## src/rtl/fpm_pkg.sv

```systemverilog
`timescale 1ns / 1ps

package fpm_pkg;

  localparam int FPM_WINDOW_SLOTS = 10;

  localparam logic [15:0] FPM_THRESHOLD_RESET  = 16'd5;
  localparam logic [15:0] FPM_INIT_TICKS_RESET = 16'd100;

  typedef enum logic [2:0] {
    OP_PULSE       = 3'd0,
    OP_FILTER_TICK = 3'd1,
    OP_PERIOD_TICK = 3'd2,
    OP_START_CHECK = 3'd3,
    OP_STOP_CHECK  = 3'd4,
    OP_SET_OUTAGE  = 3'd5
  } fpm_op_t;

  typedef enum logic [0:0] {
    REG_THRESHOLD  = 1'b0,
    REG_INIT_TICKS = 1'b1
  } fpm_reg_t;

  // decoded operation of the word being processed this cycle
  typedef struct packed {
    logic pulse;
    logic filter_tick;
    logic period_tick;
    logic start_check;
    logic stop_check;
    logic set_outage;
  } fpm_evt_t;

  typedef struct packed {
    logic        init_wr;
    logic [15:0] init_val;
  } fpm_cfg_wr_t;

endpackage

```

## src/rtl/fpm_window.sv

```systemverilog
`timescale 1ns / 1ps

module fpm_window import fpm_pkg::*; #(
  parameter int WINDOW_SLOTS = FPM_WINDOW_SLOTS
) (
  input  logic        clk,
  input  logic        rst_n,
  input  fpm_evt_t    evt,
  output logic [15:0] sum_nxt,
  output logic [15:0] flow_hz,
  output logic [15:0] last_nonzero_hz
);

  localparam int POS_W = (WINDOW_SLOTS > 1) ? $clog2(WINDOW_SLOTS) : 1;

  logic [15:0]      pulse_count_r, pulse_count_nxt;
  logic             blocked_r, blocked_nxt;
  logic [15:0]      ring_r [WINDOW_SLOTS];
  logic [POS_W-1:0] pos_r, pos_nxt;
  logic [15:0]      sum_r, sum_nxt_int;
  logic [15:0]      last_r, last_nxt;

  // running sum: drop the slot being overwritten, add the fresh count
  assign sum_nxt = sum_r - ring_r[pos_r] + pulse_count_r;

  always_comb begin
    pulse_count_nxt = pulse_count_r;
    blocked_nxt     = blocked_r;
    pos_nxt         = pos_r;
    sum_nxt_int     = sum_r;
    last_nxt        = last_r;
    if (evt.pulse && !blocked_r) begin
      pulse_count_nxt = pulse_count_r + 16'd1;
      blocked_nxt     = 1'b1;
    end
    if (evt.filter_tick) begin
      blocked_nxt = 1'b0;
    end
    if (evt.period_tick) begin
      pulse_count_nxt = '0;
      sum_nxt_int     = sum_nxt;
      if (pos_r == POS_W'(WINDOW_SLOTS - 1)) begin
        pos_nxt = '0;
      end else begin
        pos_nxt = pos_r + 1'b1;
      end
      if (sum_nxt != 16'd0) begin
        last_nxt = sum_nxt;
      end
    end
  end

  always_ff @(posedge clk) begin
    if (!rst_n) begin
      pulse_count_r <= '0;
      blocked_r     <= 1'b0;
      pos_r         <= '0;
      sum_r         <= '0;
      last_r        <= '0;
      for (int i = 0; i < WINDOW_SLOTS; i++) begin
        ring_r[i] <= '0;
      end
    end else begin
      pulse_count_r <= pulse_count_nxt;
      blocked_r     <= blocked_nxt;
      pos_r         <= pos_nxt;
      sum_r         <= sum_nxt_int;
      last_r        <= last_nxt;
      if (evt.period_tick) begin
        ring_r[pos_r] <= pulse_count_r;
      end
    end
  end

  assign flow_hz         = sum_r;
  assign last_nonzero_hz = last_r;

endmodule

```

## src/rtl/fpm_outage.sv

```systemverilog
`timescale 1ns / 1ps

module fpm_outage import fpm_pkg::*; (
  input  logic        clk,
  input  logic        rst_n,
  input  fpm_evt_t    evt,
  input  logic [15:0] sum_nxt,
  input  logic [15:0] threshold,
  input  logic [15:0] wait_ticks,
  input  logic [15:0] check_ticks,
  input  logic        outage_kind,
  input  logic        outage_value,
  input  fpm_cfg_wr_t cfg_wr,
  output logic        outage_cold,
  output logic        outage_hot,
  output logic        checking_active
);

  logic        enabled_r, enabled_nxt;
  logic [15:0] wait_left_r, wait_left_nxt;
  logic [15:0] reload_r, reload_nxt;
  logic [15:0] check_left_r, check_left_nxt;
  logic        kind_r, kind_nxt;
  logic [1:0]  flags_r, flags_nxt;
  logic        start_seen_r, start_seen_nxt;

  always_comb begin
    enabled_nxt    = enabled_r;
    wait_left_nxt  = wait_left_r;
    reload_nxt     = reload_r;
    check_left_nxt = check_left_r;
    kind_nxt       = kind_r;
    flags_nxt      = flags_r;
    start_seen_nxt = start_seen_r;

    // initial reload only counts until the first start command
    if (cfg_wr.init_wr && !start_seen_r) begin
      reload_nxt     = cfg_wr.init_val;
      check_left_nxt = cfg_wr.init_val;
    end

    if (evt.period_tick) begin
      if (!enabled_r) begin
        check_left_nxt = reload_r;
      end else if (wait_left_r != 16'd0) begin
        wait_left_nxt = wait_left_r - 16'd1;
      end else if (sum_nxt <= threshold) begin
        if (check_left_r != 16'd0) begin
          check_left_nxt = check_left_r - 16'd1;
        end else begin
          flags_nxt[kind_r] = 1'b1;
        end
      end else begin
        check_left_nxt = reload_r;
      end
    end
    if (evt.start_check) begin
      enabled_nxt    = 1'b1;
      wait_left_nxt  = wait_ticks;
      reload_nxt     = check_ticks;
      check_left_nxt = check_ticks;
      kind_nxt       = outage_kind;
      start_seen_nxt = 1'b1;
    end
    if (evt.stop_check) begin
      enabled_nxt = 1'b0;
    end
    if (evt.set_outage) begin
      flags_nxt[outage_kind] = outage_value;
    end
  end

  always_ff @(posedge clk) begin
    if (!rst_n) begin
      enabled_r    <= 1'b0;
      wait_left_r  <= '0;
      reload_r     <= FPM_INIT_TICKS_RESET;
      check_left_r <= FPM_INIT_TICKS_RESET;
      kind_r       <= 1'b0;
      flags_r      <= '0;
      start_seen_r <= 1'b0;
    end else begin
      enabled_r    <= enabled_nxt;
      wait_left_r  <= wait_left_nxt;
      reload_r     <= reload_nxt;
      check_left_r <= check_left_nxt;
      kind_r       <= kind_nxt;
      flags_r      <= flags_nxt;
      start_seen_r <= start_seen_nxt;
    end
  end

  assign outage_cold     = flags_r[0];
  assign outage_hot      = flags_r[1];
  assign checking_active = enabled_r;

endmodule

```

## src/rtl/flow_pulse_rate_and_outage_monitor.sv

```systemverilog
`timescale 1ns / 1ps

// Flow pulse rate and outage monitor. Takes one word per clock unless
// in_stall is high: a word is captured in an input register and, once the
// result register is free or draining, updates the window and outage state,
// whose registers are presented as the result word. Sustained rate is one
// word per cycle while out_stall is low; the window sum is kept as a running
// total (drop the overwritten slot, add the new count), so every operation,
// including the period tick, is a single state update. While a result waits
// on out_stall one more word can sit in the input register. Register 0
// (address 0) is the low-flow threshold in Hz, register 1 (address 4) the
// initial check tick count; write them only while the block is idle.
module flow_pulse_rate_and_outage_monitor import fpm_pkg::*; #(
  parameter int WINDOW_SLOTS = FPM_WINDOW_SLOTS
) (
  input  logic        clk,
  input  logic        rst_n,

  input  logic        in_valid,
  output logic        in_stall,
  input  logic [2:0]  in_operation,
  input  logic [15:0] in_wait_ticks,
  input  logic [15:0] in_check_ticks,
  input  logic        in_outage_kind,
  input  logic        in_outage_value,

  output logic        out_valid,
  input  logic        out_stall,
  output logic [15:0] out_flow_hz,
  output logic [15:0] out_last_nonzero_hz,
  output logic        out_outage_cold,
  output logic        out_outage_hot,
  output logic        out_checking_active,

  input  logic        psel,
  input  logic        penable,
  input  logic        pwrite,
  input  logic [2:0]  paddr,
  input  logic [31:0] pwdata,
  output logic [31:0] prdata,
  output logic        pready
);

  logic        in_vld_r, in_vld_nxt;
  logic [2:0]  op_r;
  logic [15:0] wait_r;
  logic [15:0] check_r;
  logic        kind_r;
  logic        value_r;
  logic        out_vld_r, out_vld_nxt;
  logic        in_acc;
  logic        adv;
  fpm_evt_t    evt;

  logic [15:0] threshold_r;
  logic [15:0] init_ticks_r;
  logic        cfg_wr_en;
  fpm_reg_t    cfg_sel;
  fpm_cfg_wr_t cfg_wr;
  logic [15:0] sum_nxt;

  // state moves only when the result register is free or being drained
  assign adv      = in_vld_r && (!out_vld_r || !out_stall);
  assign in_stall = in_vld_r && !adv;
  assign in_acc   = in_valid && !in_stall;

  always_comb begin
    in_vld_nxt = in_vld_r;
    if (in_acc) begin
      in_vld_nxt = 1'b1;
    end else if (adv) begin
      in_vld_nxt = 1'b0;
    end
    out_vld_nxt = out_vld_r;
    if (adv) begin
      out_vld_nxt = 1'b1;
    end else if (!out_stall) begin
      out_vld_nxt = 1'b0;
    end
  end

  always_ff @(posedge clk) begin
    if (!rst_n) begin
      in_vld_r  <= 1'b0;
      out_vld_r <= 1'b0;
    end else begin
      in_vld_r  <= in_vld_nxt;
      out_vld_r <= out_vld_nxt;
    end
  end

  always_ff @(posedge clk) begin
    if (in_acc) begin
      op_r    <= in_operation;
      wait_r  <= in_wait_ticks;
      check_r <= in_check_ticks;
      kind_r  <= in_outage_kind;
      value_r <= in_outage_value;
    end
  end

  always_comb begin
    evt = '0;
    case (op_r)
      OP_PULSE:       evt.pulse       = adv;
      OP_FILTER_TICK: evt.filter_tick = adv;
      OP_PERIOD_TICK: evt.period_tick = adv;
      OP_START_CHECK: evt.start_check = adv;
      OP_STOP_CHECK:  evt.stop_check  = adv;
      OP_SET_OUTAGE:  evt.set_outage  = adv;
      default:        evt = '0;
    endcase
  end

  // register port
  assign pready    = 1'b1;
  assign cfg_sel   = fpm_reg_t'(paddr[2]);
  assign cfg_wr_en = psel && penable && pwrite;

  always_ff @(posedge clk) begin
    if (!rst_n) begin
      threshold_r  <= FPM_THRESHOLD_RESET;
      init_ticks_r <= FPM_INIT_TICKS_RESET;
    end else if (cfg_wr_en) begin
      case (cfg_sel)
        REG_THRESHOLD:  threshold_r  <= pwdata[15:0];
        REG_INIT_TICKS: init_ticks_r <= pwdata[15:0];
        default:        threshold_r  <= threshold_r;
      endcase
    end
  end

  always_comb begin
    case (cfg_sel)
      REG_THRESHOLD:  prdata = {16'd0, threshold_r};
      REG_INIT_TICKS: prdata = {16'd0, init_ticks_r};
      default:        prdata = '0;
    endcase
  end

  assign cfg_wr.init_wr  = cfg_wr_en && (cfg_sel == REG_INIT_TICKS);
  assign cfg_wr.init_val = pwdata[15:0];

  fpm_window #(
    .WINDOW_SLOTS (WINDOW_SLOTS)
  ) u_window (
    .clk             (clk),
    .rst_n           (rst_n),
    .evt             (evt),
    .sum_nxt         (sum_nxt),
    .flow_hz         (out_flow_hz),
    .last_nonzero_hz (out_last_nonzero_hz)
  );

  fpm_outage u_outage (
    .clk             (clk),
    .rst_n           (rst_n),
    .evt             (evt),
    .sum_nxt         (sum_nxt),
    .threshold       (threshold_r),
    .wait_ticks      (wait_r),
    .check_ticks     (check_r),
    .outage_kind     (kind_r),
    .outage_value    (value_r),
    .cfg_wr          (cfg_wr),
    .outage_cold     (out_outage_cold),
    .outage_hot      (out_outage_hot),
    .checking_active (out_checking_active)
  );

  assign out_valid = out_vld_r;

endmodule

```

## config.mk

```make
export PLATFORM = sky130hd
export DESIGN_NAME = flow_pulse_rate_and_outage_monitor
export DESIGN_NICKNAME = d
export VERILOG_FILES = /design/src/rtl/fpm_pkg.sv /design/src/rtl/fpm_window.sv /design/src/rtl/fpm_outage.sv /design/src/rtl/flow_pulse_rate_and_outage_monitor.sv
export SDC_FILE = /design/constraint.sdc
export NUM_CORES = 1
export LEC_CHECK = 0
export BUFFER_PORTS_ARGS = -buffer_cell sky130_fd_sc_hd__buf_2
export CORE_UTILIZATION = 45
export CTS_CLUSTER_SIZE = 12
export DETAILED_ROUTE_END_ITERATION = 12
export GPL_ROUTABILITY_DRIVEN = 0
export SETUP_SLACK_MARGIN = 0.3
export SKIP_LAST_GASP = 1
export SLEW_MARGIN = 20
export SYNTH_ARGS = -nofsm -noshare
export SYNTH_HDL_FRONTEND = slang
export SYNTH_HIERARCHICAL = 1
export SYNTH_SLANG_ARGS = --single-unit
```

## constraint.sdc

```tcl
create_clock -name clk -period 11.1 [get_ports clk]
set_input_delay 2.22 -clock clk [delete_from_list [all_inputs] [get_ports clk]]
set_output_delay 2.22 -clock clk [all_outputs]
set_load 0.005 [all_outputs]
```

-- Yosys cells after proc, flatten, opt, wreduce, memory -nomap -nowiden
Memory sizes are Yosys's and may differ from the RTL's. A register that Yosys moved wholly into a read port is not among the register bits.
Cells that the tools add are included.
- bits in registers: 177
- memory bits (writable): 160
- output and inout bits: 70
- logic and storage cells: 122
- memories: 1
- memories (name ; depth ; width ; read ports ; clocked after memory_dff ; write ports ; RTL line ; RTL):
    u_window.ring_r ; 10 ; 16 ; 1 ; 1 ; 10 ; fpm_window.sv:18 ; logic [15:0] ring_r [WINDOW_SLOTS];
- $add $sub $neg: 6
- order comparisons: 5
- eq/ne operators: 7
- multiplexer cells: 45
- bitwise logic cells: 3
- reduce and logical (&&, ||, !) cells: 34
- operators with widths (kind ; number):
    $mux 16 ; 14
    $pmux 32 s2 ; 1
    $reduce_bool 16->1 ; 3
    $sub 16x1->16 const B ; 2
    $mux 1 ; 17
    $add 16x1->16 const B ; 1
    $add 16x16->16 ; 1
    $le 16x16->1 ; 1
    $mux 4 ; 4
    $reduce_or 16->1 ; 1
    $sub 16x16->16 ; 1
    $mux 2 ; 6
    $logic_and 1x1->1 ; 10
    $reduce_bool 2->1 ; 5
    $eq 3x2->1 const B ; 2
    $eq 3x3->1 const B ; 2
    $logic_not 1->1 ; 6
    $reduce_and 2->1 ; 3
    $reduce_or 2->1 ; 3
    $add 4x1->4 const B ; 1
    $eq 4x4->1 const B ; 1
    $lt 1x2->1 const B ; 2
    $eq 3x1->1 const B ; 1
    $logic_not 3->1 ; 1
    other kinds (8) ; 11

-- Longest topological paths before layout
- word-level depth: 12
- mapped depth: 24
- mapped depth without buffers: 21

-- Cells and area by module
Netlist, hierarchy kept.
- by module, submodules not included (module ; times used ; cells each ; area an instance (um^2) ; seq. area each (um^2)):
    fpm_window ; 1 ; 991 ; 13862.0 ; 8828.5
    fpm_outage ; 1 ; 528 ; 3877.5 ; 1061.0
    flow_pulse_rate_and_outage_monitor ; 1 ; 220 ; 2842.7 ; 1791.7

-- Worst setup path after synthesis
OpenSTA, ideal clock, no wires.
- path type: flip-flop to flip-flop
- start point: register with a tool-made name
- end point: register u_outage.check_left_r[13]
- library setup time: 0.070 ns
- arrival time: 6.298 ns
- data required time: 11.030 ns
- path slack: 4.732 ns
- stages on the path, launching flop included: 23
- path buffers: 3
- clock period less this slack: 6.368 ns
- cell sequence: dfxtp_1 > clkbuf_1 > buf_1 > mux4_2 > mux4_2 > fa_1 > inv_1 > ha_1 > a21oi_1 > o21ai_0 > a2111oi_0 > a21oi_1 > xnor2_1 > inv_1 > ha_1 > a21o_1 > a21o_1 > a2111oi_0 > a31oi_2 > clkbuf_1 > a2111oi_0 > o21ai_0 > a21oi_1
- RTL lines (what ; RTL line ; RTL):
    to (signal assigned) ; fpm_outage.sv:86 ; check_left_r <= check_left_nxt;
    to (decl) ; fpm_outage.sv:22 ; logic [15:0] check_left_r, check_left_nxt;

==> impl_metrics.toml <==
[detailed_routing]
avgViaCountPerCell = 5.554
wire_per_inst_um = 20.44
vias = 13670
drt-total-wl_um = 50290
ant_nets = 0
first_pass_iters = 5
drtIter0Drc = 1252
drc = 0

[sta]
setup_violations = 0
post-route-min-period_ns = 8.102
relSlewSlack_pct = 29.77
clock_skew_ns = 0.01508
fmax_mhz = 123.4
hold_violations = 0
rsz0062_at_grt = "false"
drv_slew = 0
whs_ns = 0.4487
finalSetupTns_ns = 0
post-route-period-util_pct = 72.99
worstMarginPinSlew_ns = 1.050

[layout]
syn2layout_area_growth_pct = 12.46
final_cell_mix = "293 x edfxtp_1, 230 x nor2_1, 166 x nand2_1, 142 x dfxtp_1, 112 x buf_2"
fin_nets = 1966
drive_above_1_share_pct = 16.97
final_common_cell = "edfxtp_1"

[clocking]
clockBufferDepth = 3
cts_made_buffers = 47
clkLatencyLatePin_ns = 0.58
cts.repair.resized = 0
cts_tree = "done"
clock-root-buffer = "clkbuf_16"
htree_num_levels = 2
cts_hold_buf = 0
postCtsSetupRepairBufs = 0
clk_pin_slew_ns = 0.06
clock-sinks = 437

[power]
combPwrFrac_pct = 6.3
powerDensity_nw_per_um2 = 153.0
p_seq_share_pct = 50.7
power.share.clock_pct = 43.0
leakagePower_nw = 8.416
vdd_drop_max_mv = 0.09892
switching_share_pct = 22.29
power.internal_w = 0.002752
p_switching_w = 0.0007893

[setup_path]
required_ns = 11.58
critPathMaxStageDelay_ns = 0.96
cp-end-kind = "flop"
critPathBufInv = 4
crit_chain = "buf_4, mux4_2, mux4_2, fa_1, inv_1, ha_1, a21oi_1, o21ai_0, a2111oi_0, a21oi_1, xnor2_1, inv_1, ha_1, a21o_1, a21o_1, a2111oi_0, a31oi_2, buf_4, nor2_1, nand4_1, o32ai_1"
critical_path.top_delay_family = "compound AO/OA/AOI/OAI gates"
slowest_stage = "dfxtp_4"
path_class = "reg -> reg"
worst-path-max-fanout = 45
cp.arrival_ns = 8.58
cp-start-kind = "flop"

[synthesis]
synth_top_cell_area_share_pct = 42.75
syn_area_um2 = 20580
async_flop_share_pct = 0
synth_cell_type_count = 74
synth_top_area_cell = "edfxtp_1"
synthCells = 1739
yosys_warnings = 6
synth_edf_count = 293
synth-seq-cells = 437
yosysSeqAreaShare_pct = 56.75
ys.flop_type = "edfxtp_1"
avgSynthCellArea_um2 = 11.84
ys_top_cells_by_area = "edfxtp_1 43%, dfxtp_1 14%, mux4_2 8.6%"

[floorplanning]
coreArea_um2 = 44700
rows = 77
dieWidth_um = 215.9
die_h_um = 215.9
die-area_um2 = 46600
start_util_pct = 46.04
ios = 149

[grt]
grt_pass1_wl_um = 77750
grt_max_degree = 84
grt-ovfl-total = 0
grtUsageTotal_pct = 21.69
grt_pass1_vias = 13360
antenna_found_initial = 1

[status]
outcome = "completed"

[min_path]
hold_class = "reg -> reg"

[flow_run]
maxCapViolCount = 0

[placement]
io_buffers = 113
dp_hpwl_um = 33960
synth_stat cells (6+ instances only):
cell       instances
a2111oi_0          8
xor2_1            18
inv_1            111
nor3b_1            6
a211oi_1          14
buf_2              7
mux2i_1           52
mux4_2            79
buf_4             18
xnor2_1           37
or4_1              7
o211a_1            6
edfxtp_1         293
nand3_1           21
mux2_2            16
a21oi_1           72
and2_1            17
dfxtp_1          144
nand2_1          166
nand2b_1          12
nand4_1           10
o22ai_1            8
buf_1             12
a21o_1            16
ha_1              36
a31oi_1            9
clkbuf_1          63
o21ai_0           64
o21ai_1            9
nor3_1            32
a21boi_0           8
nor2b_1           34
nor4_1            12
and3_1             9
fa_1              15
nor2_1           230
registers in the layout, indices dropped and copies added, names as in the netlist, 2 cells and up, named ones only:
signal,flops
u_window/pos_r,4
op_r,3
init_ticks_r,16
u_outage/wait_left_r,16
threshold_r,16
u_outage/reload_r,16
u_outage/check_left_r,16
u_outage/flags_r,2
u_window/flow_hz,16
u_window/pulse_count_r,16
u_window/last_nonzero_hz,16
wait_r,16
check_r,16
u_window/ring_r,256
final cells by class:
cell class	instances	area, um2
Inverter	112	420.4
Clock inverter	18	203.9
Multi-Input combinational cell	1101	8064
Fill cell	3922	21560
Timing Repair Buffer	137	760.7
Antenna cell	1	2.502
Clock buffer	63	1267
Sequential cell	437	11690
Tap cell	592	740.7
power by group through the flow:
stage | Clock (W) | Sequential, W | Combinational [W]
3_5_place_dp | 0 | 0.00183 | 0.000220
2_1_floorplan | 0 | 0.00182 | 0.000157
3_3_place_gp | 0 | 0.00183 | 0.000217
6_report | 0.00152 | 0.00180 | 0.000223
5_1_grt | 0.00162 | 0.00180 | 0.000245
4_1_cts | 0.00156 | 0.00180 | 0.000222
layer usage:
layer | track usage, % | vias to the layer above | wire [um]
met3 | 4.383 | 81 | 3419
met2 | 32.95 | 436 | 22910
li1 | - | 6413 | -
met1 | 31.36 | 6738 | 22740
met4 | 6.383 | 0 | 1217
met5 | 0 | - | 0
tightest hold or removal path: cells and delay by family (launching register included):
family | cells | cell delay [ns]
AOI/OAI and AO/OA | 1 | 0.05
DFF | 1 | 0.30
and+or+nand+nor | 1 | 0.05
kinds of logic after synthesis:
kind of cell	after synthesis	share of synthesized area, %
adders and majority gates	51	3.647
AOI/OAI and AO/OA	254	7.903
muxes	148	12.10
buffers and inverters	216	4.498
xor gates and xnor gates	55	2.340
and+or+nand+nor	576	12.72
DFF	437	56.75
other	2	0.03649
final timing paths:
path,endpoint,cells after the start,start,slack (ns)
max,u_outage/flags_r[0]$_SDFF_PN0_,21,flop,3.00
min,u_window/last_nonzero_hz[9]$_SDFFE_PN0P_,2,u_window/last_nonzero_hz[9]$_SDFFE_PN0P_,0.45
max reg2reg,u_outage/flags_r[0]$_SDFF_PN0_,21,flop,3.00
min reg2reg,u_window/last_nonzero_hz[9]$_SDFFE_PN0P_,2,u_window/last_nonzero_hz[9]$_SDFFE_PN0P_,0.45
per-stage QoR:
step                std cells  setup slack (ns)  power (W)  utilization, %  area, um2
floorplan                1754             4.732   0.001978               -      20640
global placement         2378             3.089   0.002046           48.44      21650
detailed placement       2378             3.086   0.002052           48.44      21650
CTS                      2459             2.960   0.003580           51.73      23120
global route             2461             2.377   0.003668           51.78      23150
finish                   2461             2.998   0.003542           51.78      23150
Power figures use the tool's default switching activity.
